**src/rtl/window_nonmax_suppression_defines.svh**
```systemverilog
// ============================================================================
// window_nonmax_suppression_defines.svh
// Assertion macros shared by the non-maximum suppression RTL.
// ============================================================================
`ifndef WINDOW_NONMAX_SUPPRESSION_DEFINES_SVH
`define WINDOW_NONMAX_SUPPRESSION_DEFINES_SVH

// The consequent must hold in the same cycle as the antecedent.
`define WNS_ASSERT_IMPL(label, clk, rst, cond, conseq) \
   label: assert property (@(posedge clk) disable iff (rst) (cond) |-> (conseq)) \
      else $error("window_nonmax_suppression: same-cycle check failed");

// The consequent must hold in the cycle after the antecedent.
`define WNS_ASSERT_NEXT(label, clk, rst, cond, conseq) \
   label: assert property (@(posedge clk) disable iff (rst) (cond) |=> (conseq)) \
      else $error("window_nonmax_suppression: next-cycle check failed");

// The condition must hold in the cycle after reset was sampled high.
`define WNS_ASSERT_AFTER_RESET(label, clk, rst, cond) \
   label: assert property (@(posedge clk) (rst) |=> (cond)) \
      else $error("window_nonmax_suppression: post-reset check failed");

`endif

```
**src/rtl/wns_pkg.sv**
```systemverilog
// ============================================================================
// wns_pkg
// Shared constants and types of the windowed non-maximum suppression block.
// ============================================================================
package wns_pkg;

   // Geometry of the window and of the image.
   localparam int MAX_WIDTH  = 1024;
   localparam int MAX_HEIGHT = 1024;
   localparam int WINDOW     = 7;
   localparam int HALF       = WINDOW / 2;
   localparam int LINES      = WINDOW - 1;
   localparam int MIN_SIZE   = 8;

   // Field widths.
   localparam int PIX_W  = 8;
   localparam int SIZE_W = 11;
   localparam int KEY_W  = 10;

   // Position and coordinate widths.
   localparam int COL_W = $clog2(MAX_WIDTH);
   localparam int CNT_W = COL_W + 1;
   localparam int ROW_W = $clog2(MAX_HEIGHT + HALF + 2);
   localparam int CRD_W = ((CNT_W > ROW_W) ? CNT_W : ROW_W) + 1;

   // Result queue.
   localparam int FIFO_DEPTH = 4;
   localparam int FIFO_PTR_W = $clog2(FIFO_DEPTH);
   localparam int FIFO_CNT_W = $clog2(FIFO_DEPTH + 1);
   localparam int CREDIT_W   = $clog2(FIFO_DEPTH + 3);

   // Register port.
   localparam int DATA_W    = 32;
   localparam int REG_IDX_W = 2;
   localparam int ADDR_W    = REG_IDX_W + 2;

   localparam logic [REG_IDX_W-1:0] REG_IMAGE_WIDTH  = REG_IDX_W'(0);
   localparam logic [REG_IDX_W-1:0] REG_IMAGE_HEIGHT = REG_IDX_W'(1);
   localparam logic [REG_IDX_W-1:0] REG_THRESHOLD    = REG_IDX_W'(2);

   localparam logic [SIZE_W-1:0] WIDTH_RESET     = SIZE_W'(1024);
   localparam logic [SIZE_W-1:0] HEIGHT_RESET    = SIZE_W'(1024);
   localparam logic [PIX_W-1:0]  THRESHOLD_RESET = PIX_W'(100);

   // Input item.
   typedef struct packed {
      logic             cmd;
      logic [PIX_W-1:0] pixel_response;
   } req_data_type;

   // Result item.
   typedef struct packed {
      logic [KEY_W-1:0] key_x;
      logic [KEY_W-1:0] key_y;
      logic [PIX_W-1:0] key_response;
   } rsp_data_type;

   // One window column, row 0 (oldest line) first.
   typedef logic [WINDOW-1:0][PIX_W-1:0] column_type;

   // Controls shared by every cell of the window chain.
   typedef struct packed {
      logic              shift;
      logic [WINDOW-1:0] row_mask;
      logic [PIX_W-1:0]  centre;
   } cell_ctl_type;

endpackage

```
**src/rtl/wns_cell.sv**
```systemverilog
// ============================================================================
// wns_cell
// One column of the suppression window: holds its pixels, passes them on to
// the next older column, and flags any valid pixel above the centre.
// ============================================================================
module wns_cell (
   input  logic                  clock,
   input  logic                  reset,
   input  wns_pkg::cell_ctl_type ctl,
   input  logic                  col_valid,
   input  wns_pkg::column_type   col_in,
   output wns_pkg::column_type   col_out,
   output logic                  exceed
);
   import wns_pkg::*;

   column_type data_ff;
   column_type data_in;

   // Take the newer column whenever the window moves.
   always_comb begin
      data_in = ctl.shift ? col_in : data_ff;
   end

   always_ff @(posedge clock) begin
      if (reset) begin
         data_ff <= '0;
      end else begin
         data_ff <= data_in;
      end
   end

   assign col_out = data_ff;

   // A pixel inside the image that is larger than the centre suppresses it.
   always_comb begin
      exceed = 1'b0;
      for (int i = 0; i < WINDOW; i++) begin
         if (ctl.row_mask[i] && col_valid && (data_ff[i] > ctl.centre)) begin
            exceed = 1'b1;
         end
      end
   end

endmodule

```
**config.mk**
```make
export PLATFORM = sky130hd
export DESIGN_NAME = wns_cell
export DESIGN_NICKNAME = d
export VERILOG_FILES = /design/src/rtl/window_nonmax_suppression_defines.svh /design/src/rtl/wns_pkg.sv /design/src/rtl/wns_cell.sv
export SDC_FILE = /design/constraint.sdc
export NUM_CORES = 1
export LEC_CHECK = 0
export BUFFER_PORTS_ARGS = -buffer_cell sky130_fd_sc_hd__buf_4
export CAP_MARGIN = 20
export CORE_UTILIZATION = 25
export CTS_BUF_LIST = sky130_fd_sc_hd__clkbuf_4 sky130_fd_sc_hd__clkbuf_8 sky130_fd_sc_hd__clkbuf_16
export DETAILED_ROUTE_END_ITERATION = 10
export PLACE_DENSITY_LB_ADDON = 0.25
export SLEW_MARGIN = 10
export SYNTH_ARGS = -nofsm -noshare
export SYNTH_HDL_FRONTEND = slang
export SYNTH_SLANG_ARGS = --single-unit
```
**constraint.sdc**
```tcl
create_clock -name clock -period 6.2 [get_ports clock]
set_clock_uncertainty 0.1 [all_clocks]
set_input_delay 1.24 -clock clock [delete_from_list [all_inputs] [get_ports clock]]
set_output_delay 1.24 -clock clock [all_outputs]
set_load 0.03 [all_outputs]
```
==> results_dict.tcl <==
set metrics [dict create \
    die_area_sq_um 13600 \
    die_x_um 117 \
    synth.cell_area_sq_um 3290 \
    syn2layout_area_growth_pct 38.9 \
    finalHoldViolCount 0 \
    syn_inst 342 \
    path_max_fanout 7 \
    crit_arrival_ps 3180 \
    slew_viol_final 0 \
    cts.sinks 56 \
    nNetsFinal 598 \
    insertion_delay_ps 290 \
    clkTransAtPathRegs_ps 70 \
    path_class "in -> out" \
    htreeDepth 2 \
    max-slew-margin-rel 0.384 \
    rsz0062_at_grt "false" \
    min_path_type "reg -> reg" \
    cts_max_path_buffers 2 \
    grt_max_degree 57 \
    setup_viol 0 \
    largest_reg_flops 56 \
    dr_total_vias 2882 \
    worstHoldPathCells 2 \
    dp_slack_ps 1710 \
    avgSynthCellArea_sq_um 9.62 \
    r2r_setup_slack_ps 5420 \
    synth_warnings 0 \
    firstDrtPassIters 4 \
    grt_pass1_wl_um 14100 \
    core-area_sq_um 12700 \
    holdPathEnd "col_out[48]$_SDFFE_PP0P_" \
    whs_ps 438 \
    ys_seq_elements 56 \
    antenna_found_initial 0 \
    routed_wl_um 9500 \
    antenna_cells 0 \
    min-delay-start "col_out[48]$_SDFFE_PP0P_" \
    start_util 0.259 \
    reg2reg_depth 2 \
    ir_drop_uv 91.5 \
    final_common_cell "buf_4" \
    grt_pass1_vias 2616 \
    numCtsBuffers 5 \
    fin_tns_setup_ps 0 \
    ant_nets 0 \
    final.min_clock_period_ps 4520 \
    cts_root_buffer "clkbuf_16" \
    max_freq_mhz 221 \
    r2r-start "col_out[45]$_SDFFE_PP0P_" \
    tightestPinTransition_ps 925 \
    p_per_area_nw_per_um2 207 \
    vias_per_cell 4.50 \
    synth_top_cell_area_share 0.341 \
    synth_top_cell_by_area "dfxtp_1" \
    n_fill_cell 1362 \
    synthDistinctLibCells 28 \
    first_iter_violations 90 \
    overflow 0 \
    timing.final.ws_setup_ps 1680 \
    worstPathRequired_ps 4860 \
    seq_area_frac_synth 0.341 \
    syn_nets 473 \
    gp_congestion 0.753 \
    cts_tree "built" \
    final_cell_mix "buf_4 (131), nor2_1 (62), mux2i_1 (56), ha_1 (56), dfxtp_1 (56)" \
    cp-end-kind "primary output" \
    portBuffers 131 \
    row_count 41 \
    wl_per_cell_um 14.8 \
    post-cts-setup-buffers 0 \
    cts_hold_buf 0 \
    grt_usage 0.139 \
    drv_cap 0 \
    power.leakage_nw 2.29 \
    fin_util 0.359 \
    status "completed" \
    drive_gt1_frac 0.301 \
    fp.dieH_um 117 \
    dp_hpwl_um 7470 \
    period_share 0.728 \
    r2r_end "col_out[45]$_SDFFE_PP0P_" \
    synth.top_cells.by_area "dfxtp_1 (34%), ha_1 (21%), mux2i_1 (17%)" \
    pin_count 132 \
    startpoint_type "primary input" \
    drc 0 \
    cts_resized 0 \
]
[cell families after synthesis]
logic type      synth area share
compound gates             0.104
fa+ha+maj                  0.213
buf+inv                   0.0407
flops                      0.341
mux                        0.170
simple gates               0.132
[worst max path at each step]
| stage | from | endpoint | slack, ps | depth (start not counted) |
|---|---|---|---|---|
| after floorplan | ctl[5] | exceed | 2210 | 7 |
| after global placement | ctl[1] | exceed | 1810 | 9 |
| after detailed placement | ctl[5] | exceed | 1710 | 9 |
| after CTS | ctl[5] | exceed | 1700 | 9 |
| after global routing | ctl[5] | exceed | 1610 | 9 |
| final | ctl[5] | exceed | 1680 | 9 |
[synth_stat cells]
master	number
mux2i_1	56
buf_2	2
inv_1	16
o2111ai_1	4
nand3_1	2
o21ai_0	7
clkbuf_1	6
a21oi_1	13
a311oi_1	2
or3b_1	3
a211o_1	3
o21a_1	2
o32ai_1	1
nand2_2	1
nor2b_1	5
o211ai_1	5
dfxtp_1	56
buf_6	1
nor2_1	62
and4b_1	1
a211oi_1	6
o311a_1	1
a21oi_2	1
nand2_1	6
ha_1	56
o21bai_1	5
buf_4	4
nand4_1	15
[layer usage]
layer  GRT usage  wire length [um]  vias up
met2       0.221              4170       89
met4      0.0354                81        0
li1            -                 -     1497
met3      0.0296               560        7
met1       0.192              4690     1289
met5           0                 0        -
[critical path, stage by stage]
cell      delay [ps]
buf_4            110
inv_1            280
ha_1             330
a211o_1          270
a21oi_1          140
o32ai_1          120
a311oi_1         280
nand4_1          200
buf_4            220
[power breakdown]
group          internal [mW]  switching [mW]
registers              0.381          0.0224
clock network          0.170           0.127
logic                  0.112           0.132
[per-stage QoR]
stage | power (mW) | std cells | area [sq um]
after floorplan | 0.554 | 342 | 3290
after global placement | 0.652 | 632 | 4420
after detailed placement | 0.659 | 632 | 4420
after CTS | 0.959 | 640 | 4570
after global routing | 0.999 | 640 | 4570
final | 0.945 | 640 | 4570
[layout make-up]
cell class,instances,area (sq um),share of cell area
multi-input cells,257,2040,0.446
flip-flops and latches,56,1120,0.245
repair buffers,131,983,0.215
well taps,172,215,0.0471
clock buffers,8,154,0.0337
inverters,16,60.1,0.0131
Power figures use the tool's default switching activity.
