### src/rtl/window_nonmax_suppression_defines.svh
// ============================================================================
// window_nonmax_suppression_defines.svh
// Assertion macros shared by the non-maximum suppression RTL.
// ============================================================================
`ifndef WINDOW_NONMAX_SUPPRESSION_DEFINES_SVH
`define WINDOW_NONMAX_SUPPRESSION_DEFINES_SVH

// The consequent must hold in the same cycle as the antecedent.
`define WNS_ASSERT_IMPL(label, clk, rst, cond, conseq) \
   label: assert property (@(posedge clk) disable iff (rst) (cond) |-> (conseq)) \
      else $error("window_nonmax_suppression: same-cycle check failed");

// The consequent must hold in the cycle after the antecedent.
`define WNS_ASSERT_NEXT(label, clk, rst, cond, conseq) \
   label: assert property (@(posedge clk) disable iff (rst) (cond) |=> (conseq)) \
      else $error("window_nonmax_suppression: next-cycle check failed");

// The condition must hold in the cycle after reset was sampled high.
`define WNS_ASSERT_AFTER_RESET(label, clk, rst, cond) \
   label: assert property (@(posedge clk) (rst) |=> (cond)) \
      else $error("window_nonmax_suppression: post-reset check failed");

`endif

### src/rtl/wns_pkg.sv
// ============================================================================
// wns_pkg
// Shared constants and types of the windowed non-maximum suppression block.
// ============================================================================
package wns_pkg;

   // Geometry of the window and of the image.
   localparam int MAX_WIDTH  = 1024;
   localparam int MAX_HEIGHT = 1024;
   localparam int WINDOW     = 7;
   localparam int HALF       = WINDOW / 2;
   localparam int LINES      = WINDOW - 1;
   localparam int MIN_SIZE   = 8;

   // Field widths.
   localparam int PIX_W  = 8;
   localparam int SIZE_W = 11;
   localparam int KEY_W  = 10;

   // Position and coordinate widths.
   localparam int COL_W = $clog2(MAX_WIDTH);
   localparam int CNT_W = COL_W + 1;
   localparam int ROW_W = $clog2(MAX_HEIGHT + HALF + 2);
   localparam int CRD_W = ((CNT_W > ROW_W) ? CNT_W : ROW_W) + 1;

   // Result queue.
   localparam int FIFO_DEPTH = 4;
   localparam int FIFO_PTR_W = $clog2(FIFO_DEPTH);
   localparam int FIFO_CNT_W = $clog2(FIFO_DEPTH + 1);
   localparam int CREDIT_W   = $clog2(FIFO_DEPTH + 3);

   // Register port.
   localparam int DATA_W    = 32;
   localparam int REG_IDX_W = 2;
   localparam int ADDR_W    = REG_IDX_W + 2;

   localparam logic [REG_IDX_W-1:0] REG_IMAGE_WIDTH  = REG_IDX_W'(0);
   localparam logic [REG_IDX_W-1:0] REG_IMAGE_HEIGHT = REG_IDX_W'(1);
   localparam logic [REG_IDX_W-1:0] REG_THRESHOLD    = REG_IDX_W'(2);

   localparam logic [SIZE_W-1:0] WIDTH_RESET     = SIZE_W'(1024);
   localparam logic [SIZE_W-1:0] HEIGHT_RESET    = SIZE_W'(1024);
   localparam logic [PIX_W-1:0]  THRESHOLD_RESET = PIX_W'(100);

   // Input item.
   typedef struct packed {
      logic             cmd;
      logic [PIX_W-1:0] pixel_response;
   } req_data_type;

   // Result item.
   typedef struct packed {
      logic [KEY_W-1:0] key_x;
      logic [KEY_W-1:0] key_y;
      logic [PIX_W-1:0] key_response;
   } rsp_data_type;

   // One window column, row 0 (oldest line) first.
   typedef logic [WINDOW-1:0][PIX_W-1:0] column_type;

   // Controls shared by every cell of the window chain.
   typedef struct packed {
      logic              shift;
      logic [WINDOW-1:0] row_mask;
      logic [PIX_W-1:0]  centre;
   } cell_ctl_type;

endpackage

### src/rtl/wns_fifo.sv
// ============================================================================
// wns_fifo
// Small result queue between the window pipeline and the result channel.
// ============================================================================
module wns_fifo (
   input  logic                           clock,
   input  logic                           reset,
   input  logic                           push,
   input  wns_pkg::rsp_data_type          push_data,
   input  logic                           pop,
   output logic                           out_valid,
   output wns_pkg::rsp_data_type          out_data,
   output logic [wns_pkg::FIFO_CNT_W-1:0] count
);
   import wns_pkg::*;

   rsp_data_type            mem_ff [FIFO_DEPTH];
   logic [FIFO_PTR_W-1:0]   wr_ptr_ff;
   logic [FIFO_PTR_W-1:0]   wr_ptr_in;
   logic [FIFO_PTR_W-1:0]   rd_ptr_ff;
   logic [FIFO_PTR_W-1:0]   rd_ptr_in;
   logic [FIFO_CNT_W-1:0]   count_ff;
   logic [FIFO_CNT_W-1:0]   count_in;

   // Pointer and fill count update.
   always_comb begin
      wr_ptr_in = wr_ptr_ff;
      rd_ptr_in = rd_ptr_ff;
      count_in  = count_ff;
      if (push) begin
         wr_ptr_in = (wr_ptr_ff == FIFO_PTR_W'(FIFO_DEPTH - 1)) ? '0 : wr_ptr_ff + 1'b1;
      end
      if (pop) begin
         rd_ptr_in = (rd_ptr_ff == FIFO_PTR_W'(FIFO_DEPTH - 1)) ? '0 : rd_ptr_ff + 1'b1;
      end
      if (push && !pop) begin
         count_in = count_ff + 1'b1;
      end else if (!push && pop) begin
         count_in = count_ff - 1'b1;
      end
   end

   always_ff @(posedge clock) begin
      if (reset) begin
         wr_ptr_ff <= '0;
         rd_ptr_ff <= '0;
         count_ff  <= '0;
      end else begin
         wr_ptr_ff <= wr_ptr_in;
         rd_ptr_ff <= rd_ptr_in;
         count_ff  <= count_in;
      end
   end

   // Entry storage carries no reset.
   always_ff @(posedge clock) begin
      if (push) begin
         mem_ff[wr_ptr_ff] <= push_data;
      end
   end

   assign out_valid = (count_ff != '0);
   assign out_data  = mem_ff[rd_ptr_ff];
   assign count     = count_ff;

endmodule
### config.mk
export PLATFORM = sky130hd
export DESIGN_NAME = wns_fifo
export DESIGN_NICKNAME = d
export VERILOG_FILES = /design/src/rtl/window_nonmax_suppression_defines.svh /design/src/rtl/wns_pkg.sv /design/src/rtl/wns_fifo.sv
export SDC_FILE = /design/constraint.sdc
export NUM_CORES = 1
export LEC_CHECK = 0
export BUFFER_PORTS_ARGS = -buffer_cell sky130_fd_sc_hd__buf_2
export CAP_MARGIN = 30
export CORE_UTILIZATION = 54
export CTS_CLUSTER_DIAMETER = 30
export CTS_CLUSTER_SIZE = 28
export DETAILED_ROUTE_END_ITERATION = 6
export HOLD_SLACK_MARGIN = 0.06
export MAX_ROUTING_LAYER = met4
export PLACE_DENSITY = 0.87
export SLEW_MARGIN = 5
export SYNTH_ARGS = -nofsm -noshare
export SYNTH_HDL_FRONTEND = slang
export SYNTH_SLANG_ARGS = --single-unit
### constraint.sdc
create_clock -name clock -period 1.95 [get_ports clock]
set_input_delay 0 -clock clock [delete_from_list [all_inputs] [get_ports clock]]
set_output_delay 0 -clock clock [all_outputs]
set_load 0.05 [all_outputs]
==> impl_table.tex <==
\begin{tabular}{lr}
\hline
Metric & Value \\
\hline
\multicolumn{2}{l}{\textbf{Job}} \\
Maximum Capacitance Violations & 0 \\
\multicolumn{2}{l}{\textbf{Synthesis}} \\
Post-synthesis cell area & roughly 4500 µm² \\
Synth top cells by count & sky130\_fd\_sc\_hd\_\_edfxtp\_1, sky130\_fd\_sc\_hd\_\_mux4\_2, sky130\_fd\_sc\_hd\_\_dfxtp\_1 \\
Most frequent cell after synthesis & sky130\_fd\_sc\_hd\_\_edfxtp\_1 \\
Leading post-synthesis cells by cell area & sky130\_fd\_sc\_hd\_\_edfxtp\_1, sky130\_fd\_sc\_hd\_\_mux4\_2, sky130\_fd\_sc\_hd\_\_mux4\_1 \\
Post-Synthesis Cells & 189 \\
Mean instance size in the synthesized netlist & 23.9 µm² \\
Count of flip-flops with a built-in enable after synthesis & approximately 110 \\
Count of yosys warnings during synthesis & 0 \\
Sequential area share after synthesis & 78.3\% \\
Number of distinct standard cells referenced by the synthesized netlist & 18 \\
Area leader, netlist & sky130\_fd\_sc\_hd\_\_edfxtp\_1 \\
Share of the synthesized area in the top cell type & roughly three quarters \\
Fraction of registers with async set/reset & 0\% \\
Most common flop cell mapped by yosys & sky130\_fd\_sc\_hd\_\_edfxtp\_1 \\
Number of flip-flops and latches in the synthesized netlist & between 100 and 150 \\
Number of nets produced by synthesis & 228 \\
\multicolumn{2}{l}{\textbf{CTS}} \\
Number of levels the H-tree was split into & 4 \\
Clock transition at path regs & 60 ps \\
Root buf cell & sky130\_fd\_sc\_hd\_\_clkbuf\_8 \\
Number of buffers inserted to repair setup after CTS & 0 \\
Clock tree from TritonCTS & yes \\
Clock insertion delay at the later pin of the skew report & $\sim$510 ps \\
Clock buffers created by TritonCTS & 17 \\
Maximum count of clock buffers along a single path & 2 \\
Sink Count & $\sim$120 \\
\multicolumn{2}{l}{\textbf{Setup path}} \\
Critical-path top delay cell & sky130\_fd\_sc\_hd\_\_mux4\_1 \\
Cell class contributing the biggest share of worst-path delay & multiplexers \\
WP depth & 3 \\
Largest stage delay on the critical path & 580 ps \\
Required time at the endpoint of the critical path & $\sim$2000 ps \\
Setup slack of the worst register-to-register path & 370 ps \\
Crit path cell chain & buf\_12 -> mux4\_1 -> buf\_2 \\
Arr. time, crit path & 1880 ps \\
Reg-to-Reg End & mem\_ff[0][18] \\
Startpoint of the worst register-to-register path & wr\_ptr\_ff[0] \\
Critical path class & reg2out \\
Kind of end point of the critical path & output port \\
Number of buffers and inverters on the critical path & 2 \\
Reg2Reg Depth & 3 \\
Kind of start point of the critical path & flop \\
Max Fanout on Critical Path & 11 \\
\multicolumn{2}{l}{\textbf{Power and ir drop}} \\
Switching Power & roughly 1.8 mW \\
Cell leakage power & 2.15 nW \\
Power density over the cells & 1170 nW/µm² \\
Total internal power & 5.24 mW \\
Reg power frac & 43.1\% \\
Combinational cell fraction of total power & 12.5\% \\
Largest voltage drop on the vdd net & 0.00106 V \\
Switching fraction of total power & between 20\% and 30\% \\
Clock share of power & 44.5\% \\
\multicolumn{2}{l}{\textbf{Route}} \\
Total via count in the routed design & 2242 \\
Post-route DRC violation count & 0 \\
Drt first-iter violations & 117 \\
Average detailed-routed wire length per instance & 18.3 µm \\
First-pass iteration count of the detailed router & 5 \\
Final Routed Wirelength & 7.73 mm \\
Via/cell ratio & 5.31 \\
Antenna-violating nets left & 0 \\
\multicolumn{2}{l}{\textbf{Worst hold path}} \\
Hold\_sp & push\_data[25] \\
Hold WC Path Type & in2reg \\
Sink of the worst hold path & mem\_ff[1][25] \\
Number of cells on the worst hold path & 2 \\
\multicolumn{2}{l}{\textbf{Global routing}} \\
Antenna violations before repair & 0 \\
First-pass GRT wire length & 11.9 mm \\
GR Util All Layers & roughly a fifth \\
Maximum number of pins on one net before global-route repair & 29 \\
Total grt overflow & 0 \\
Vias in the first global route & 2367 \\
\multicolumn{2}{l}{\textbf{Final layout}} \\
N\_diodes & 0 \\
Total non-filler cell area in the finished layout & a little under 6000 µm² \\
Post-synthesis to final-layout area growth & 31.8\% \\
Layout Cells excl Fill & 422 \\
Ratio of cells with drive above 1 in the final layout & 40.4\% \\
Final-stage net count & 343 \\
\multicolumn{2}{l}{\textbf{STA}} \\
Clock skew after layout & roughly 6 ps \\
Highest achievable clock rate & 533 MHz \\
Post-route fraction of the period consumed by the critical path & 96.3\% \\
Total Neg Setup Slack & 0 ps \\
Final count of hold timing violations & 0 \\
Final critical delay including setup and external delays & between 1500 and 2000 ps \\
Worst Tran Pin Value & 728 ps \\
Final hold slack & 237 ps \\
Worst-case headroom to the max-slew limit & 51.5\% \\
Setup repair after global routing missed its margin & no \\
Worst setup slack after layout & 73.1 ps \\
Final setup fails & 0 \\
Max Slew Vio Count & 0 \\
\multicolumn{2}{l}{\textbf{Placed design}} \\
Post-DP Area & 5010 µm² \\
Cell total after placement & 358 \\
Placed wire-length estimate after detailed placement & roughly 4.4 mm \\
Port bufs & 63 \\
Worst setup timing slack at the placement stage & 353 ps \\
Placer congestion estimate & about 0.7 \\
\multicolumn{2}{l}{\textbf{Die}} \\
Area enclosed by the die boundary & 8750 µm² \\
Starting density of the core & 55.3\% \\
Cell Rows & 33 \\
Die height & between 90 and 100 µm \\
Placeable core region & 8180 µm² \\
Count of pins on the block boundary & 64 \\
Die Wd & 93.5 µm \\
\multicolumn{2}{l}{\textbf{Outcome}} \\
Status & completed \\
\hline
\end{tabular}
==> placed cells by master, fill, tap and decap left out, drive strengths merged <==
cell type and count:
a21oi 2, clkbuf 18, mux4 28, inv 8
mux2i 4, xor2 2, nor3b 1, dlygate4sd3 31
edfxtp 112, nor2 7, dfxtp 9, and2 4
ha 6, fa 1, buf 70, clkinv 4
o21ai 1, bufinv 3, or3 2, clkinvlp 4
==> timing repair <==
action / 4_1_cts / 5_1_grt
setup endpoints to repair: 2 / 6
hold buffers: 31 / 0
gates resized for setup: 2 / 1
gates cloned: 0 / 1
hold endpoints to repair: 122 / 0
==> metal layers <==
metal | up-vias | GRT usage, % | part of all wire (%)
li1 | 1022 | - | -
met2 | 83 | 33.9 | 53
met1 | 1126 | 23.4 | 40
met4 | 0 | 8.21 | 1.3
met5 | - | - | 0
met3 | 11 | 6.99 | 5.7
==> metrics by stage <==
step / util, % / power, mW
finish: 72.9 / 7.00
detailed placement: 61.3 / 3.88
floorplan: - / 3.67
CTS: 72.6 / 7.05
global route: 72.9 / 7.22
global placement: 61.3 / 3.86
==> worst reg2reg max path, stage by stage, from the launching register on <==
cell and delay, ps:
sky130_fd_sc_hd__dfxtp_1 340, sky130_fd_sc_hd__inv_1 100, sky130_fd_sc_hd__ha_1 140, sky130_fd_sc_hd__and2_2 610
==> state kept, by name, indices dropped and copies added (netlist names), named ones only <==
| signal | cells |
|---|---|
| rd_ptr_ff | 2 |
| mem_ff | 112 |
| count | 3 |
| wr_ptr_ff | 2 |
==> cell families after synthesis <==
kind of cell / Yosys count / share of synthesized area (%)
XOR/XNOR: 2 / 0.387
AND/OR/NAND/NOR: 14 / 1.58
multiplexers: 32 / 15.5
adder cells (fa/ha/maj): 7 / 2.10
AO/OA/AOI/OAI: 3 / 0.332
flip-flops: 121 / 78.3
buffers and inverters: 10 / 1.80
==> worst max-delay path by stage <==
stage / slack [ps] / end
after global placement: 380 / mem_ff[0][6]
after detailed placement: 350 / mem_ff[0][6]
after floorplan: 310 / mem_ff[3][0]
final: 70 / out_data[13]
after CTS: 4 / out_data[13]
after global routing: 2 / out_data[13]
==> layout make-up <==
cell class / instances / area, µm²
tap: 105 / 131
clock inverter: 15 / 193
sequential: 121 / 3550
timing repair buffer: 102 / 758
multi-input combinational: 58 / 905
inverter: 4 / 15.0
fill: 494 / 2210
clock buffer: 17 / 414
==> power groups by stage <==
stage          clock (mW)  combinational (mW)  sequential, mW
2_1_floorplan           0               0.577            3.09
3_3_place_gp            0               0.806            3.05
3_5_place_dp            0               0.817            3.07
4_1_cts              3.16               0.875            3.02
5_1_grt              3.26               0.926            3.03
6_report             3.11               0.872            3.02
No activity file was read; power rests on OpenSTA's default activity.
