## config.mk

```make
export PLATFORM = sky130hd
export DESIGN_NAME = wns_ram
export DESIGN_NICKNAME = d
export VERILOG_FILES = /design/src/rtl/window_nonmax_suppression_defines.svh /design/src/rtl/wns_ram.sv
export SDC_FILE = /design/constraint.sdc
export NUM_CORES = 1
export LEC_CHECK = 0
export BUFFER_PORTS_ARGS = -buffer_cell sky130_fd_sc_hd__buf_2
export CELL_PAD_IN_SITES_DETAIL_PLACEMENT = 1
export CELL_PAD_IN_SITES_GLOBAL_PLACEMENT = 1
export CORE_UTILIZATION = 53
export CTS_CLUSTER_DIAMETER = 200
export DETAILED_ROUTE_END_ITERATION = 8
export PLACE_DENSITY = 0.82
export SYNTH_ARGS = -nofsm -noshare
export SYNTH_HDL_FRONTEND = slang
export SYNTH_SLANG_ARGS = --single-unit
```

## constraint.sdc

```tcl
create_clock -name clock -period 2.4 [get_ports clock]
set_clock_uncertainty 0.15 [all_clocks]
set_input_delay 0.12 -clock clock [delete_from_list [all_inputs] [get_ports clock]]
set_output_delay 0.12 -clock clock [all_outputs]
set_load 0.1 [all_outputs]
```

## src/rtl/window_nonmax_suppression_defines.svh

```systemverilog
// ============================================================================
// window_nonmax_suppression_defines.svh
// Assertion macros shared by the non-maximum suppression RTL.
// ============================================================================
`ifndef WINDOW_NONMAX_SUPPRESSION_DEFINES_SVH
`define WINDOW_NONMAX_SUPPRESSION_DEFINES_SVH

// The consequent must hold in the same cycle as the antecedent.
`define WNS_ASSERT_IMPL(label, clk, rst, cond, conseq) \
   label: assert property (@(posedge clk) disable iff (rst) (cond) |-> (conseq)) \
      else $error("window_nonmax_suppression: same-cycle check failed");

// The consequent must hold in the cycle after the antecedent.
`define WNS_ASSERT_NEXT(label, clk, rst, cond, conseq) \
   label: assert property (@(posedge clk) disable iff (rst) (cond) |=> (conseq)) \
      else $error("window_nonmax_suppression: next-cycle check failed");

// The condition must hold in the cycle after reset was sampled high.
`define WNS_ASSERT_AFTER_RESET(label, clk, rst, cond) \
   label: assert property (@(posedge clk) (rst) |=> (cond)) \
      else $error("window_nonmax_suppression: post-reset check failed");

`endif

```

## src/rtl/wns_ram.sv

```systemverilog
// ============================================================================
// wns_ram
// Generic simple dual-port RAM with one write port and a registered read.
// ============================================================================
module wns_ram #(
   parameter int WIDTH = 8,
   parameter int DEPTH = 16
) (
   input  logic                     clock,
   input  logic                     wr_en,
   input  logic [$clog2(DEPTH)-1:0] wr_addr,
   input  logic [WIDTH-1:0]         wr_data,
   input  logic [$clog2(DEPTH)-1:0] rd_addr,
   output logic [WIDTH-1:0]         rd_data
);

   logic [WIDTH-1:0] mem_ff [DEPTH];
   logic [WIDTH-1:0] rd_data_ff;

   // A read of the address being written returns the old contents.
   always_ff @(posedge clock) begin
      if (wr_en) begin
         mem_ff[wr_addr] <= wr_data;
      end
      rd_data_ff <= mem_ff[rd_addr];
   end

   assign rd_data = rd_data_ff;

endmodule

```

==> impl_results.md, run 1 <==
* Top Ports at 26
* Largest net degree at the start of global routing at 33
* Antenna diodes at 0
* Max clock buf depth at 2
* CP Cell Sequence: mux4_1, a22oi_1, nand2_1
* DRT Pass-1 Iters at 4
* CP Launch Type: register
* Sequential cell area at 4000 sq um
* DRT iter0 DRCs at around 280
* RSZ-0062 raised after global routing: no
* FP Rows at 35
* Area growth syn-to-layout at 20.1%
* Hold Slack at 0.0368 ns
* Initial antenna violation count at 0
* CP Class: reg2reg
* Vias in the first global route at around 2,700
* Final ANT Viol Nets at 0
* Worst path arrival time at around 1.8 ns
* Global-route wire length before repair at roughly 17 mm
* Routed WL per cell at approximately 27 um
* Die H at about 100 um
* # placed instances at around 390
* Synthesized cell area at 5150 sq um
* WHS Path Cells at 3
* Synth warn at 0
* CP peak stage delay at 0.52 ns
* Peak Freq at between 600 and 700 MHz
* Vias/cell at about 5.9
* Worst path depth at 3
* Number of CTS-inserted buffers at 17
* Post-synthesis async set-or-reset flop share at 0%
* Syn Nets at between 200 and 250
* Crit share post-route at about 67%
* Worst Tran Pin Value at about 0.78 ns
* Die area at just over 10,000 sq um
* I/O Buffers at 25
* CP Buf/Inv Count at 0
* Number of synthesized flops with an enable pin at 128
* Layout Nets at 308
* DP Wirelength at between 6 and 7 mm
* Register area share after synthesis at 77.8%
* Critical Path Fanout Max at 1
* Multi-input logic area at about 1100 sq um
* H-tree depth at 4
* IR drop worst, VDD at roughly 0.4 mV
* Clk sink count at roughly 140
* Main synth FF type: edfxtp_1
* Post-route insts no fill at approximately 430
* Post-CTS sizing at 0
* CTS tree: yes
* Final min period at between 1.5 and 2 ns
* Max cap viols at 0
* PD cells at a little over 900 nW/um^2
* Post-synthesis register bit count at 136
* Initial core utilization at between 50% and 60%
* Post-CTS setup buffers at 0
* Drt total wl at roughly 12 mm
* Slowest cell on the critical path: mux4_1
* Final setup viols at 0
* Gr usage total at 25.3%
* Root Buffer: clkbuf_8
* Status: completed
* CP required at around 2.6 ns
* Clock transition at path regs at 0.06 ns
* Leak at 2.11 nW
* Die width at about 100 um
* RePlAce Congestion at 0.748
* # fillers at a little under 800
* Path depth of the worst reg2reg path at 3
* Share of layout cells above drive strength 1 at a little under a third
* Worst hold path class: in2reg
* Placeable Area at 9330 sq um
* Grt ovf at 0
* Skew-Pair Late Insertion Delay at 0.51 ns
* Cell variety after synth at 19
* Setup TNS at 0 ns
* Overall Power at 0.00568 W
* Post-synthesis cell count at approximately 230
* Via count of the routed design at around 2,500
* Worst Setup End Kind: register
* Max-slew violation count at 0
* Final Hold Viols at 0
* DRC viols at 0
* Largest delay contributor family on the critical path: multiplexers
* Syn avg cell area at 22.5 sq um
* Slew margin rel. at a little under half
## cell families (layout without fill, tap and decap cells)
group	after synthesis	count (layout)	share of synthesized area [%]
and+or+nand+nor	35	35	3.18
buffers and inverters	10	83	1.68
muxes	32	32	15.0
AOI/OAI and AO/OA	16	16	2.33
DFF	136	136	77.8
## per-layer routing
metal  up-vias  GRT usage (%)  share of wire (%)
li1       1094              -                  -
met1      1339           35.8                 44
met2        85           38.9                 49
met3        14           5.62                5.5
met4         0           10.5                1.4
met5         -              0                  0
## cell type report
type | count | area share [%]
well taps | 129 | 2.61
flip-flops and latches | 136 | 64.8
repair buffers | 52 | 5.83
multi-input cells | 83 | 17.1
clock inverters | 13 | 2.91
clock buffers | 18 | 6.76
## worst min-delay path, cell delays in order
cell    delay [ns]
buf_2         0.14
nor3_1        0.07
buf_4         0.18
## power breakdown
part	internal (W)	total [W]	switching, W
clock network	0.00167	0.00263	0.000959
registers	0.00266	0.00268	0.0000191
logic	0.000113	0.000375	0.000262
total	0.00444	0.00568	0.00124
## cells in the final DEF (no fill, tap or decap)
| cell | instances |
|---|---|
| nor2_1 | 13 |
| mux4_2 | 18 |
| a22oi_1 | 16 |
| clkinv_1 | 1 |
| dfxtp_1 | 8 |
| clkinv_4 | 1 |
| or3b_2 | 1 |
| mux4_1 | 14 |
| dlygate4sd3_1 | 8 |
| clkinv_2 | 2 |
| nor2b_1 | 1 |
| nand3b_1 | 2 |
| buf_12 | 1 |
| nand3_1 | 1 |
| and2_1 | 1 |
| clkbuf_1 | 1 |
| bufinv_16 | 4 |
| edfxtp_1 | 128 |
| clkbuf_16 | 16 |
| buf_2 | 25 |
| clkinvlp_4 | 5 |
| nand2b_1 | 2 |
| clkbuf_8 | 1 |
| buf_4 | 18 |
| and2b_1 | 1 |
| nor3_1 | 4 |
| nand2_1 | 9 |
## worst paths after layout
| check | startpoint | to | slack (ns) |
|---|---|---|---|
| setup / recovery | mem_ff[1][5] | rd_data[5] | 0.79 |
| setup reg to reg | mem_ff[1][5] | rd_data[5] | 0.79 |
| hold / removal | wr_addr[1] | mem_ff[4][0] | 0.04 |
| hold reg to reg | mem_ff[13][2] | rd_data[2] | 0.54 |
## synthesized netlist by cell type, types with 3 or more instances
cell | count | area, sq um
clkdlybuf4s25_2 | 3 | 30.0
buf_2 | 3 | 15.0
edfxtp_1 | 128 | 3840
buf_6 | 3 | 33.8
a22oi_1 | 16 | 120
nor2_1 | 13 | 48.8
nor3_1 | 4 | 20.0
mux4_2 | 18 | 405
dfxtp_1 | 8 | 160
mux4_1 | 14 | 368
nand2_1 | 9 | 33.8
## through the flow
stage | util, % | worst slack (ns) | area (sq um)
finish | 66.3 | 0.792 | 6180
global route | 66.3 | 0.764 | 6180
CTS | 66.3 | 0.762 | 6180
detailed placement | 59.0 | 0.618 | 5500
global placement | 59.0 | 0.635 | 5500
floorplan | - | 0.637 | 5150
## repair_timing
action	in CTS	in global routing
hold endpoints to repair	128	0
setup endpoints to repair	0	0
hold buffers	8	0
## state kept, by name (all words and copies together), names as in the netlist
signal / count
mem_ff: 128
rd_data: 8
Note: power is estimated with default switching activity, not from simulation.
==> run 2: changes to the inputs <==
--- a/config.mk
+++ b/config.mk
@@ -8,10 +8,10 @@
 export BUFFER_PORTS_ARGS = -buffer_cell sky130_fd_sc_hd__buf_2
 export CELL_PAD_IN_SITES_DETAIL_PLACEMENT = 1
 export CELL_PAD_IN_SITES_GLOBAL_PLACEMENT = 1
-export CORE_UTILIZATION = 53
+export CORE_UTILIZATION = 48
 export CTS_CLUSTER_DIAMETER = 200
 export DETAILED_ROUTE_END_ITERATION = 8
-export PLACE_DENSITY = 0.82
+export PLACE_DENSITY = 0.78
 export SYNTH_ARGS = -nofsm -noshare
 export SYNTH_HDL_FRONTEND = slang
 export SYNTH_SLANG_ARGS = --single-unit
==> constraint.sdc (replaced) <==
create_clock -name clock -period 1.4 [get_ports clock]
set_clock_uncertainty 0.15 [all_clocks]
set_input_delay 0.07 -clock clock [delete_from_list [all_inputs] [get_ports clock]]
set_output_delay 0.07 -clock clock [all_outputs]
set_load 0.1 [all_outputs]
==> run 2 against run 1 <==
Compared with the run above: the run now ends with negative setup slack left; power grew 66%; cell count grew 3.5%; first-iteration DRC count shrank 40%.
==> impl_results.md, run 2 (synthesized netlist as in run 1, its figures left out) <==
* Root Buffer: clkbuf_8
* RePlAce Congestion at 0.718 (-4.1%)
* Post-route setup slack at -0.0897 ns (-0.882 ns)
* CP required at 1.64 ns (-0.98 ns)
* Die width at 106 um (+5.0%)
* DRT iter0 DRCs at 166 (-40%)
* Clock transition at path regs at 0.06 ns (about the same)
* Via count of the routed design at 2,551 (+0.75%)
* CTS tree: yes
* Pint at 0.00741 W (+67%)
* Die H at 106 um (+5.0%)
* Overall Power at 0.00944 W (+66%)
* P_sw at 0.00203 W (+64%)
* Failing checks: negative setup slack
* Switching share of power at 21.5% (-0.30 points)
* Vias in the first global route at 2,792 (+3.0%)
* CP Cell Sequence: mux4_2, a22oi_2, nand2_1
* Routed WL per cell at 25.3 um (-5.8%)
* Final setup viols at 6 (+6)
* Area growth syn-to-layout at 22.3%
* Status: finished, violations left
* Initial antenna violation count at 0 (unchanged)
* Post-CTS setup buffers at 0 (unchanged)
* I/O Buffers at 25 (unchanged)
* Critical Path Fanout Max at 1 (unchanged)
* Placeable Area at 10,400 sq um (+11%)
* Max-slew violation count at 0 (unchanged)
* Max FFs per register at 128 (unchanged)
* Gr usage total at 22.3% (-3.0 points)
* CP Class: reg2reg
* DRC viols at 0 (unchanged)
* Logic pwr share at 7.6% (+1.0 points)
* Crit share post-route at 106% (+39 points)
* PD cells at 1500 nW/um^2 (+63%)
* Slew margin rel. at 37.2% (-11 points)
* CP Launch Type: register
* Global-route wire length before repair at 16.9 mm (-1.0%)
* DP Wirelength at 6.93 mm (+2.0%)
* Worst Setup End Kind: register
* Worst Tran Pin Value at 0.939 ns (+0.160 ns)
* Worst hold path class: in2reg
* Setup TNS at -0.313 ns (-0.313 ns)
* Max cap viols at 0 (unchanged)
* Final Hold Viols at 0 (unchanged)
* CP Buf/Inv Count at 0 (unchanged)
* Final ANT Viol Nets at 0 (unchanged)
* Die area at 11,100 sq um (+10%)
* Max clock buf depth at 2 (unchanged)
* Layout Nets at 315 (+2.3%)
* FP Rows at 37 (+5.7%)
* Initial core utilization at 49.6% (-5.5 points)
* Largest delay contributor family on the critical path: multiplexers
* Largest net degree at the start of global routing at 26 (-21%)
* Top Ports at 26 (unchanged)
* Vias/cell at 5.72 (-2.6%)
* Clk sink count at 136 (unchanged)
* Biggest register: mem_ff
* Final min period at 1.49 ns (-0.118 ns)
* Worst path arrival time at 1.73 ns (-0.10 ns)
* CP peak stage delay at 0.52 ns (about the same)
* Clock share of power at 43.8% (-2.5 points)
* Peak Freq at 671 MHz (+7.9%)
* Number of CTS-inserted buffers at 17 (unchanged)
* Part of the power in registers at 48.6% (+1.5 points)
* DRT Pass-1 Iters at 4 (unchanged)
* Skew-Pair Late Insertion Delay at 0.51 ns (about the same)
* Slowest cell on the critical path: mux4_2
* Most frequent cells in the layout: edfxtp_1, mux4_2, buf_4
* Leading cell type in the layout, fill and taps excluded: edfxtp_1
* IR drop worst, VDD at 0.700 mV (+73%)
* Leak at 2.12 nW (+0.57%)
* Grt ovf at 0 (unchanged)
* Share of layout cells above drive strength 1 at 38.4% (+7.9 points)
* Drt total wl at 11.3 mm (-2.6%)
* H-tree depth at 4 (unchanged)
* Antenna diodes at 0 (unchanged)
* RSZ-0062 raised after global routing: yes
-- run 2: worst paths after layout --
kind	slack [ns]	start	end	cells past startpoint
setup reg to reg	-0.09	mem_ff[3][3]	rd_data[3]	3
setup / recovery	-0.09	mem_ff[3][3]	rd_data[3]	3
hold reg to reg	0.53	mem_ff[12][0]	rd_data[0]	3
hold / removal	0.03	rd_addr[1]	rd_data[5]	5
-- run 2: routing by layer --
| metal | wire (um) | share of wire [%] | vias to the layer above | GRT usage [%] |
|---|---|---|---|---|
| met4 | 180 | 1.6 | 0 | 9.52 |
| met5 | 0 | 0 | - | 0 |
| met1 | 4710 | 42 | 1337 | 29.8 |
| li1 | - | - | 1099 | - |
| met3 | 598 | 5.3 | 13 | 4.21 |
| met2 | 5780 | 51 | 102 | 36.4 |
-- run 2: power groups by stage --
stage | logic [W] | registers (W) | clock network (W)
global route | 0.000754 | 0.00460 | 0.00432
finish | 0.000715 | 0.00459 | 0.00413
floorplan | 0.000232 | 0.00485 | 0
CTS | 0.000711 | 0.00459 | 0.00420
global placement | 0.000626 | 0.00466 | 0
detailed placement | 0.000646 | 0.00467 | 0
-- run 2: tightest hold or removal path, stage by stage --
cell and delay [ns]:
buf_2 0.15, buf_12 0.14, mux4_2 0.19, a22oi_2 0.06, nand2_1 0.06
-- run 2: layout make-up --
class	count	area, sq um
fill	904	4070
sequential	136	4000
multi-input combinational	83	1080
timing repair buffer	59	485
clock buffer	22	453
tap	136	170
clock inverter	10	104
-- run 2: metrics by stage --
stage | area (sq um) | cells | util [%] | hold WS (ns) | setup slack, ns
after floorplan | 5160 | 229 | - | 0.0189 | -0.0861
after global placement | 5590 | 403 | 53.9 | 0.298 | -0.241
after detailed placement | 5590 | 403 | 53.9 | 0.321 | -0.276
after CTS | 6290 | 446 | 60.6 | 0.00246 | -0.103
after global routing | 6300 | 446 | 60.7 | 0.0371 | -0.148
final | 6300 | 446 | 60.7 | 0.0293 | -0.0897
-- run 2: timing repair --
item | 4_1_cts | 5_1_grt
pin swaps | 8 | 1
setup endpoints to repair | 16 | 8
hold buffers | 11 | 0
hold endpoints to repair | 161 | 0
gates resized for setup | 27 | 4
==> run 3: changes to the inputs <==
--- a/config.mk
+++ b/config.mk
@@ -8,10 +8,10 @@
 export BUFFER_PORTS_ARGS = -buffer_cell sky130_fd_sc_hd__buf_2
 export CELL_PAD_IN_SITES_DETAIL_PLACEMENT = 1
 export CELL_PAD_IN_SITES_GLOBAL_PLACEMENT = 1
-export CORE_UTILIZATION = 48
+export CORE_UTILIZATION = 53
 export CTS_CLUSTER_DIAMETER = 200
 export DETAILED_ROUTE_END_ITERATION = 8
-export PLACE_DENSITY = 0.78
+export PLACE_DENSITY = 0.82
 export SYNTH_ARGS = -nofsm -noshare
 export SYNTH_HDL_FRONTEND = slang
 export SYNTH_SLANG_ARGS = --single-unit
==> constraint.sdc (replaced) <==
create_clock -name clock -period 1.7 [get_ports clock]
set_clock_uncertainty 0.15 [all_clocks]
set_input_delay 0.085 -clock clock [delete_from_list [all_inputs] [get_ports clock]]
set_output_delay 0.085 -clock clock [all_outputs]
set_load 0.1 [all_outputs]
==> run 3 against run 2 <==
Compared with the run above: the run now ends clean; cell count down 0.67%; design area grew 0.34%; worst setup slack better by 0.13 ns; clock-buffer cell count is the same; wire length grew 7.3%; sequential power shrank 18%; worst hold slack better by 0.044 ns; via count grew 3.9%; register-to-register slack improved by 0.19 ns.
==> impl_results.md, run 3 (synthesized netlist as in run 1, its figures left out) <==
* Status: completed
* Peak Freq at approximately 600 MHz
* Post-CTS sizing at 0 (-100%)
* CP peak stage delay at 0.54 ns (+0.02 ns)
* Most Crowded Layer GR: met2
* PD cells at 1280 nW/um^2 (-15%)
* H-tree depth at 4 (unchanged)
* Vias in the first global route at 2,903 (+4.0%)
* Worst path arrival time at 1.90 ns (+0.17 ns)
* Placeable Area at 9330 sq um (-10%)
* DP Wirelength at 7.04 mm (+1.6%)
* Worst Hold Launch: wr_addr[2]
* Skew-Pair Late Insertion Delay at 0.52 ns (about the same)
* CP Launch Point: rd_addr[2]
* Post-DP Area at 5570 sq um (-0.43%)
* Root Buffer: clkbuf_8
* Gr usage total at 26.7% (+4.3 points)
* Worst path most repeated cell: dlygate4sd3_1
* RSZ-0062 raised after global routing: no
* DRT Pass-1 Iters at 4 (unchanged)
* Final setup viols at 0 (-6)
* Largest delay contributor family on the critical path: buffers and inverters
* Top Ports at 26 (unchanged)
* Vias/cell at 5.98 (+4.6%)
* Critical Path Fanout Max at 8 (+7)
* I/O Buffers at 25 (unchanged)
* Post-CTS setup buffers at 0 (unchanged)
* Grt ovf at 0 (unchanged)
* Worst Setup End Kind: register
* Slowest cell on the critical path: dlygate4sd3_1
* # placed instances at 397 (-1.5%)
* Max clock buf depth at 2 (unchanged)
* Max cap viols at 0 (unchanged)
* Initial core utilization at 55.2% (+5.5 points)
* Routed WL per cell at 27.3 um (+8.0%)
* Global-route wire length before repair at 17.9 mm (+5.8%)
* Leak at 2.19 nW (+3.2%)
* Met3 usage at 7.07% (+2.9 points)
* Antenna diodes at 0 (unchanged)
* Slew margin rel. at 66.3% (+29 points)
* Area growth syn-to-layout at 22.8%
* Max FFs per register at 128 (unchanged)
* Biggest register: mem_ff
* Number of CTS-inserted buffers at 17 (unchanged)
* RePlAce Congestion at 0.759 (+5.7%)
* Share of layout cells above drive strength 1 at 31.5% (-6.9 points)
* Setup TNS at 0 ns (+0.313 ns)
* FP Rows at 35 (-5.4%)
* Layout Nets at 319 (+1.3%)
* Drt total wl at 12.1 mm (+7.3%)
* CP required at 1.94 ns (+0.30 ns)
* IR drop worst, VDD at 0.667 mV (-4.7%)
* Die area at 10,100 sq um (-9.3%)
* Cell area after layout at 6320 sq um (+0.34%)
* Worst Tran Pin Value at 0.509 ns (-0.430 ns)
* Max-slew violation count at 0 (unchanged)
* Met2 Use GR at 41.7% (+5.3 points)
* Worst hold path class: in2reg
* Leading cell type in the layout, fill and taps excluded: edfxtp_1
* Die H at 101 um (-4.7%)
* CP Launch Type: input pin
* Crit share post-route at 97.4%
* CP Cell Sequence: dlygate4sd3_1, buf_2, nor2_1, dlygate4sd3_1, buf_4, a22oi_1, nand2_1
* CP Class: in2reg
* Largest net degree at the start of global routing at 33 (+27%)
* Worst r2r src: mem_ff[1][1]
* Final ANT Viol Nets at 0 (unchanged)
* Clk sink count at 136 (unchanged)
* GRT met1 Usage at 35.9% (+6.2 points)
* Post-route insts no fill at 443 (-0.67%)
* Final Hold Viols at 0 (unchanged)
* CP Buf/Inv Count at 4 (+4)
* CTS tree: yes
* Die width at 101 um (-4.7%)
* Clock transition at path regs at 0.06 ns (about the same)
* # fillers at 758 (-16%)
* Initial antenna violation count at 0 (unchanged)
* Final min period at between 1.5 and 2 ns
* Via count of the routed design at 2,651 (+3.9%)
* DRT iter0 DRCs at 228 (+37%)
* DRC viols at 0 (unchanged)
* Most frequent cells in the layout: edfxtp_1, buf_2, buf_4
==> run 3: cell count changes in the layout (fill, tap and decap cells not counted), moves of 3 or more <==
cell and delta:
a22oi_2 -10, buf_4 -4, dlygate4sd3_1 +3, clkinv_2 -4, mux4_2 -11, mux4_1 +11, clkinv_4 +4, buf_2 +8
a22oi_1 +10
==> run 3: worst reg2reg max path: cells and delay by family (launching register included) <==
kind / cells / cell delay, ns
AND/OR/NAND/NOR: 1 / 0.12
AO/OA/AOI/OAI: 1 / 0.30
flip-flops: 1 / 0.39
multiplexers: 1 / 0.52
==> run 3: where the power goes <==
group          switching (W)  total, W  internal (W)
Sequential         0.0000266   0.00378       0.00375
Combinational       0.000376  0.000557      0.000181
Clock                0.00138   0.00374       0.00236
==> run 3: stage by stage <==
stage | setup slack (ns) | hold WS (ns) | utilization [%] | power [W]
2_1_floorplan | 0.199 | 0.0339 | - | 0.00419
3_3_place_gp | -0.0605 | 0.323 | 59.7 | 0.00435
3_5_place_dp | -0.0613 | 0.347 | 59.7 | 0.00437
5_1_grt | 0.00993 | 0.0831 | 67.7 | 0.00825
6_report | 0.0444 | 0.0728 | 67.7 | 0.00808
4_1_cts | 0.0558 | 0.0499 | 67.7 | 0.00812
==> run 3: what timing repair did <==
item,CTS,global route
hold buffers,14,0
endpoints found under the setup margin,0,0
endpoints found under the hold margin,163,0
==> run 3: path summary, 6_finish.rpt <==
path                         to  slack (ns)  cells past startpoint
setup / recovery     rd_data[1]        0.04                      7
hold / removal    mem_ff[13][5]        0.07                      4
setup reg to reg     rd_data[1]        0.10                      3
hold reg to reg      rd_data[7]        0.54                      3
==> run 3: layout make-up <==
cell class                      count  area [sq um]  area share, %
Clock buffer                       22           463           7.33
Clock inverter                     10           145           2.30
Multi-Input combinational cell     83          1060           16.8
Sequential cell                   136          4000           63.4
Tap cell                          129           161           2.55
Timing Repair Buffer               63           483           7.64
==> run 3: layer usage <==
metal / share of wire (%) / vias up / wire length (um)
li1: - / 1117 / -
met1: 41 / 1381 / 4990
met2: 49 / 130 / 5870
met3: 8.2 / 23 / 990
met4: 2.0 / 0 / 245
met5: 0 / - / 0
